$ cat src/design/bfwa_pkg.sv
package bfwa_pkg;

    // Field widths
    localparam int HEIGHT_W = 10;
    localparam int TAG_W    = 16;

    // Mean is at most the largest height, so the quotient fits a height field
    localparam int QUOT_W    = HEIGHT_W;
    // Quotient bits resolved per divider cycle
    localparam int DIV_BITS  = 5;
    localparam int DIV_STEPS = (QUOT_W + DIV_BITS - 1) / DIV_BITS;
    localparam int STEP_W    = (DIV_STEPS > 1) ? $clog2(DIV_STEPS) : 1;

    // Input operation codes
    localparam logic MODE_INSERT = 1'b0;
    localparam logic MODE_REMOVE = 1'b1;

    // Result kinds
    localparam logic KIND_AVERAGE = 1'b0;
    localparam logic KIND_REMOVE  = 1'b1;

    // Controller to datapath
    typedef struct packed {
        logic take;      // item accepted this cycle
        logic div_step;  // advance the divider
        logic out_load;  // move pending result into the output register
    } ctl_cmd_t;

    // Datapath to controller
    typedef struct packed {
        logic item_mode; // mode of the item offered at the input
        logic div_last;  // divider is on its final step
        logic out_free;  // output register can take a result this cycle
    } ctl_status_t;

endpackage

$ cat src/design/bfwa_ctrl.sv
module bfwa_ctrl (
    input  logic                  clk,
    input  logic                  rst_n,
    input  logic                  in_valid,
    output logic                  in_ready,
    input  bfwa_pkg::ctl_status_t status,
    output bfwa_pkg::ctl_cmd_t    cmd
);
    import bfwa_pkg::*;

    typedef enum logic [1:0] {
        S_IDLE,
        S_DIV,
        S_WRITE
    } state_t;

    state_t state_reg;
    state_t state_next;

    // Next state
    always_comb
    begin
        state_next = state_reg;
        unique case (state_reg)
            S_IDLE:
            begin
                if (in_valid)
                begin
                    state_next = (status.item_mode == MODE_INSERT) ? S_DIV : S_WRITE;
                end
            end
            S_DIV:
            begin
                if (status.div_last)
                begin
                    state_next = S_WRITE;
                end
            end
            S_WRITE:
            begin
                if (status.out_free)
                begin
                    state_next = S_IDLE;
                end
            end
            default:
            begin
                state_next = S_IDLE;
            end
        endcase
    end

    always_ff @(posedge clk or negedge rst_n)
    begin
        if (!rst_n)
        begin
            state_reg <= S_IDLE;
        end
        else
        begin
            state_reg <= state_next;
        end
    end

    // Commands
    assign in_ready     = (state_reg == S_IDLE);
    assign cmd.take     = in_ready && in_valid;
    assign cmd.div_step = (state_reg == S_DIV);
    assign cmd.out_load = (state_reg == S_WRITE) && status.out_free;

endmodule

$ cat config.mk
export PLATFORM = sky130hd
export DESIGN_NAME = bfwa_ctrl
export DESIGN_NICKNAME = d
export VERILOG_FILES = /design/src/design/bfwa_pkg.sv /design/src/design/bfwa_ctrl.sv
export SDC_FILE = /design/constraint.sdc
export NUM_CORES = 1
export LEC_CHECK = 0
export ABC_AREA = 1
export BUFFER_PORTS_ARGS = -buffer_cell sky130_fd_sc_hd__buf_2
export CELL_PAD_IN_SITES_DETAIL_PLACEMENT = 2
export CELL_PAD_IN_SITES_GLOBAL_PLACEMENT = 2
export CORE_AREA = 8 8 45 47
export DETAILED_ROUTE_END_ITERATION = 6
export DIE_AREA = 0 0 53 55
export HOLD_SLACK_MARGIN = 0.12
export PLACE_DENSITY_LB_ADDON = 0.15
export SLEW_MARGIN = 20
export SYNTH_ARGS = -nofsm -noshare
export SYNTH_HDL_FRONTEND = slang
export SYNTH_SLANG_ARGS = --single-unit
$ cat constraint.sdc
create_clock -name clk -period 1 [get_ports clk]
set_clock_uncertainty 0.1 [all_clocks]
set_input_delay 0.05 -clock clk [delete_from_list [all_inputs] [get_ports clk]]
set_output_delay 0.05 -clock clk [all_outputs]
set_load 0.05 [all_outputs]
==> results of run 1 <==
[kinds of logic after synthesis]
| group | share of synthesized area (%) |
|---|---|
| and+or+nand+nor | 49.5 |
| buffers and inverters | 11.6 |
| DFF | 38.8 |
[stage by stage]
stage / instance area [um^2] / setup slack, ns / instances / TNS [ns] / util (%)
5_1_grt: 434 / -0.302 / 64 / -1.62 / 31.4
6_report: 434 / -0.251 / 64 / -1.30 / 31.4
2_1_floorplan: 161 / -0.196 / 21 / -0.503 / -
4_1_cts: 398 / -0.244 / 62 / -1.17 / 28.8
3_3_place_gp: 241 / -0.128 / 48 / -0.416 / 17.5
3_5_place_dp: 241 / -0.140 / 48 / -0.445 / 17.5
[cell usage in the layout (no fill, tap or decap)]
cell type and instances:
nand2_1 2, nor3_4 1, nand3b_1 1, inv_1 3, dfrtp_2 2, clkbuf_1 1, buf_6 6, clkbuf_4 3
nor2_4 3, buf_8 2, inv_2 1, buf_4 4, buf_2 5, nor2_1 5, dlygate4sd3_1 6, nand2_2 2
nand2_4 1
[power by group]
part           internal, mW  switching (mW)  leakage, nW
Clock                 0.149          0.0550       0.0150
Combinational         0.447           0.442        0.178
Sequential            0.117          0.0622       0.0230
Total                 0.713           0.559        0.216
[metal layers]
metal  vias to the layer above  GRT usage (%)
met5                         -              0
met4                         0           6.47
li1                        115              -
met1                       110           4.12
met2                         9           8.79
met3                         3           1.60
[critical path, delay by kind of cell, from the launching register on]
| kind | cells | cell delay (ns) |
|---|---|---|
| and+or+nand+nor | 1 | 0.08 |
| DFF | 1 | 0.41 |
| buffers and inverters | 3 | 0.37 |
[worst max-delay path by stage]
| stage | startpoint | endpoint | cells after the start |
|---|---|---|---|
| 2_1_floorplan | state_reg[0] | state_reg[1] | 5 |
| 3_3_place_gp | state_reg[0] | cmd[0] | 4 |
| 3_5_place_dp | state_reg[0] | cmd[0] | 4 |
| 4_1_cts | state_reg[0] | cmd[0] | 4 |
| 5_1_grt | state_reg[0] | cmd[1] | 4 |
| 6_report | state_reg[0] | cmd[1] | 4 |
[final cells by class]
class	count	area, um^2	area share, %
clock buffer	4	26.3	6.05
multi-input combinational	15	108	24.8
timing repair buffer	23	213	49.0
inverter	4	15.0	3.46
tap	16	20.0	4.61
sequential	2	52.6	12.1
[what timing repair did]
action                                  in CTS  in global routing
endpoints found under the hold margin        4                  0
pin swaps                                    1                  5
buffers inserted                             4                  2
hold buffers                                 6                  0
resized for setup                           13                  6
endpoints found under the setup margin       6                  6
==> run_results.csv, run 1 <==
group,metric,value,unit
outcome,outcome,"finished, violations left",
outcome,violations,"setup timing",
power_and_ir_drop,peakVddDrop,0.000708,V
drt,drtIter0Drc,0,
timing,rsz0062_at_grt,"true",
worst_setup_path,end_kind,"output pin",
placement,port_buffers,9,
synth,synth.area.top_cells,"dfrtp_1, nor2_1, nand2_1",
timing,slew_headroom,90.3,%
timing,timing.hold.ws,0.123,ns
global_routing,grt_pass1_vias,277,
drt,avgRoutedWirePerCell,10.8,um
drt,drc,0,
timing,finalHoldViolations,0,
worst_hold_path,hold_path_depth,5,
worst_hold_path,holdPathEnd,"state_reg[1]",
clocking,cts.clk_slew.worst_paths,0.04,ns
synth,netlist_area,129,um^2
layout,n_fill_cell,158,
worst_setup_path,required,0.85,ns
worst_setup_path,setup.worst_path.start_class,"flop",
floorplan,die_w,53,um
clocking,cts_root_buffer,"clkbuf_4",
synth,synth_common_cells,"nor2_1, nand2_1, inv_1, dfrtp_1",
global_routing,grt_pass1_wl,1.06,mm
worst_setup_path,crit_path_top_delay_cell,"dfrtp_2",
synth,ys_async_sr_fraction,100,%
worst_setup_path,criticalPathCategory,"flop to output pin",
power_and_ir_drop,powerDensity,2930,nW/um^2
power_and_ir_drop,leakagePower,0.216,nW
drt,routed_wl,693,um
clocking,htree_levels,1,
synth,syn_avg_cell_area,6.14,um^2
drt,drtPass1Iterations,1,
synth,synth-seq-cells,2,
clocking,clk-insertion-delay-late,0.23,ns
job,cap_violations,0,
layout,num_antenna_cells,0,
layout,final_nets,55,
clocking,cts_tree,"yes",
synth,synth-edff-count,0,
floorplan,coreArea,1380,um^2
worst_hold_path,holdCritPathClass,"input pin to flop",
drt,highest_layer,"met4",
worst_setup_path,rr_worst_depth,7,
drt,drtAntennaViolNets,0,
global_routing,antenna_found_initial,0,
drt,vias,237,
worst_setup_path,slowest_delay,0.41,ns
power_and_ir_drop,finalPower,1.27,mW
clocking,cts_num_sinks,2,
timing,setup_slack,-0.251,ns
timing,fin_crit,1.25,ns
worst_setup_path,crit_arrival,1.10,ns
worst_setup_path,crit_path_max_fanout,4,
floorplan,die_h,55,um
synth,synth_top_flop_cell,"dfrtp_1",
placement,place_congestion,0.575,
drt,routed-wl-met3,56,um
synth,ys_warn_count,0,
synth,synth_top_area_share,38.8,%
layout,area_growth,237,%
synth,yosys.area.top_type,"dfrtp_1",
synth,synth_nets,27,
synth,seq_area_frac_synth,38.8,%
timing,max_freq,800,MHz
floorplan,start_util,9.31,%
floorplan,dieArea,2920,um^2
synth,synthMostInstantiatedCell,"nor2_1",
global_routing,grt_max_degree,5,
synth,synthCells,21,
layout,largest_reg_flops,2,
layout,drive_gt1_share,62.5,%
drt,route.layer.met1.wl,219,um
worst_setup_path,crit_path_cell_trace,"inv_2 > buf_4 > nor2_4 > buf_6",
drt,routed_via_density,3.70,
worst_setup_path,rrSetupSlack,-0.21,ns
clocking,numCtsBuffers,3,
timing,setup_viol,6,
floorplan,ioPinCount,10,
floorplan,placementRows,14,
placement,detailedPlacementHpwl,463,um
global_routing,overflow,0,
drt,wl_met2,394,um
worst_setup_path,r2r-end,"state_reg[1]",
timing,finalCritPeriodShare,125,%
timing,report.final.slew_viol_count,0,
clocking,cts_buffer_depth,2,
worst_hold_path,min_from,"in_valid",
timing,worst_pin_slew,0.146,ns
synth,ys_types,7,
worst_setup_path,rr_startpoint,"state_reg[0]",
global_routing,grtUsageTotal,5.09,%
No activity file was read; power rests on OpenSTA's default activity.
==> run 2: changes to the inputs <==
Settings changed: ABC_AREA 1 to not set.
==> run_results.csv, run 2 <==
group,metric,value,unit
outcome,outcome,"finished, violations left",
outcome,violations,"setup timing",
synth,synth-seq-cells,2,
synth,ys_types,10,
layout,final_nets,42,
synth,synth.area.top_cells,"dfrtp_1, a21oi_1, and3b_2",
drt,routed_via_density,3.58,
timing,max_freq,826,MHz
timing,report.final.slew_viol_count,0,
layout,largest_reg_flops,2,
worst_setup_path,crit_path_max_fanout,6,
synth,ys_async_sr_fraction,100,%
floorplan,coreArea,1380,um^2
layout,final_common_cell,"dlygate4sd3_1",
layout,drive_gt1_share,70.6,%
synth,synthCells,13,
synth,synth_top_flop_cell,"dfrtp_1",
worst_setup_path,criticalPathCategory,"flop to output pin",
power_and_ir_drop,combPwrFrac,64.5,%
power_and_ir_drop,powerDensity,2790,nW/um^2
synth,synth-edff-count,0,
floorplan,start_util,8.86,%
global_routing,grt_pass1_vias,213,
synth,netlist_area,123,um^2
timing,fin_crit,1.21,ns
layout,area_growth,187,%
power_and_ir_drop,seq_power_share,17.6,%
global_routing,grt_pass1_wl,807,um
worst_setup_path,rr_startpoint,"state_reg[0]",
worst_setup_path,end_kind,"output pin",
worst_hold_path,hold_path_depth,3,
synth,yosys.area.top_type,"dfrtp_1",
placement,detailedPlacementHpwl,390,um
timing,slew_headroom,91.4,%
drt,drc,0,
timing,rsz0062_at_grt,"true",
worst_setup_path,crit_arrival,1.06,ns
floorplan,die_h,55,um
worst_setup_path,r2r-end,"state_reg[0]",
clocking,cts_root_buffer,"clkbuf_4",
worst_setup_path,required,0.85,ns
drt,drtAntennaViolNets,0,
floorplan,dieArea,2920,um^2
worst_hold_path,min_from,"in_valid",
power_and_ir_drop,p_int,0.545,mW
power_and_ir_drop,finalPower,0.982,mW
drt,vias,179,
layout,layout_common_cells,"dlygate4sd3_1, buf_2, buf_6, a21oi_2, clkbuf_4",
power_and_ir_drop,switchingPower,0.437,mW
worst_setup_path,rr_worst_depth,2,
floorplan,placementRows,14,
layout,post-route-util,25.4,%
synth,ys_warn_count,0,
power_and_ir_drop,leakagePower,0.154,nW
drt,avgRoutedWirePerCell,10.4,um
clocking,cts_buffer_depth,2,
timing,finalHoldViolations,0,
clocking,htree_levels,1,
drt,drtIter0Drc,0,
worst_setup_path,rrSetupSlack,-0.17,ns
clocking,clk-insertion-delay-late,0.22,ns
timing,setup_viol,6,
drt,routed_wl,520,um
power_and_ir_drop,peakVddDrop,0.000738,V
floorplan,ioPinCount,10,
synth,synth_nets,19,
global_routing,overflow,0,
timing,worst_pin_slew,0.129,ns
synth,synth_common_cells,"a21oi_1, dfrtp_1",
clocking,cts.clk_slew.worst_paths,0.03,ns
worst_hold_path,holdCritPathClass,"input pin to output pin",
power_and_ir_drop,clockPowerShare,18.0,%
placement,place_congestion,0.641,
global_routing,grtUsageTotal,3.77,%
floorplan,die_w,53,um
clocking,cts_tree,"yes",
worst_setup_path,setup.worst_path.start_class,"flop",
placement,place_ws,-0.194,ns
synth,synth_top_area_share,40.8,%
layout,num_antenna_cells,0,
synth,syn_avg_cell_area,9.43,um^2
placement,port_buffers,9,
global_routing,grt_max_degree,7,
layout,final_cells,50,
timing,setup_tns,-0.990,ns
power_and_ir_drop,swShare,44.5,%
timing,setup_slack,-0.211,ns
clocking,numCtsBuffers,3,
timing,finalCritPeriodShare,121,%
job,cap_violations,0,
global_routing,antenna_found_initial,0,
layout,n_fill_cell,164,
synth,seq_area_frac_synth,40.8,%
worst_hold_path,holdPathEnd,"cmd[2]",
clocking,cts_num_sinks,2,
drt,drtPass1Iterations,1,
placement,dp_cells,40,
synth,synthMostInstantiatedCell,"a21oi_1",
-- run 2: changes by cell type in the layout (fill, tap and decap cells not counted), sizes merged, moves of 3 or more --
cell,change
buf,-5
nand2,-5
a21oi,+3
inv,-4
nor2,-7
-- run 2: critical path, stage by stage, from the launching register on --
cell and delay (ns):
dfrtp_2 0.43, and3b_2 0.25, buf_6 0.15
-- run 2: power groups by stage --
stage	Combinational [mW]	Clock (mW)	Sequential, mW
3_5_place_dp	0.465	0	0.170
5_1_grt	0.659	0.197	0.179
2_1_floorplan	0.323	0	0.167
4_1_cts	0.602	0.191	0.171
3_3_place_gp	0.459	0	0.169
6_report	0.633	0.176	0.172
-- run 2: cells by family after synthesis --
group            share of synthesized area (%)
flip-flops                                40.8
AND/OR/NAND/NOR                           40.8
AO/OA/AOI/OAI                             18.4
-- run 2: repair_timing --
item | CTS | global route
endpoints found under the setup margin | 6 | 6
resized for setup | 12 | 4
hold endpoints to repair | 4 | 0
pin swaps | 2 | 2
hold buffers | 6 | 0
buffers inserted | 1 | 1
-- run 2: cell type report --
type                       count  area (um^2)  share of cell area, %
multi-input combinational     11         96.3                   27.4
tap                           16         20.0                   5.69
sequential                     2         52.6                   14.9
clock buffer                   3         22.5                   6.41
timing repair buffer          18          160                   45.6
-- run 2: layer usage --
layer / track usage [%] / share of wire [%] / up-vias
li1: - / - / 89
met3: 1.34 / 11 / 0
met5: 0 / 0 / -
met4: 3.88 / 0 / 0
met2: 5.66 / 50 / 6
met1: 3.96 / 39 / 84
-- run 2: worst max-delay path by stage --
stage                        end  depth (start not counted)          from  slack (ns)
finish                    cmd[0]                          2  state_reg[0]       -0.21
global route              cmd[0]                          2  state_reg[0]       -0.25
CTS                       cmd[0]                          2  state_reg[0]       -0.23
detailed placement  state_reg[0]                          2  state_reg[0]       -0.19
global placement    state_reg[0]                          2  state_reg[0]       -0.15
floorplan                 cmd[2]                          2  state_reg[0]       -0.19
-- run 2: metrics by stage --
step	hold WS, ns	instance area, um^2
final	0.366	352
after global routing	0.386	352
after CTS	0.365	343
after detailed placement	-0.264	215
after global placement	-0.260	215
after floorplan	-0.346	135
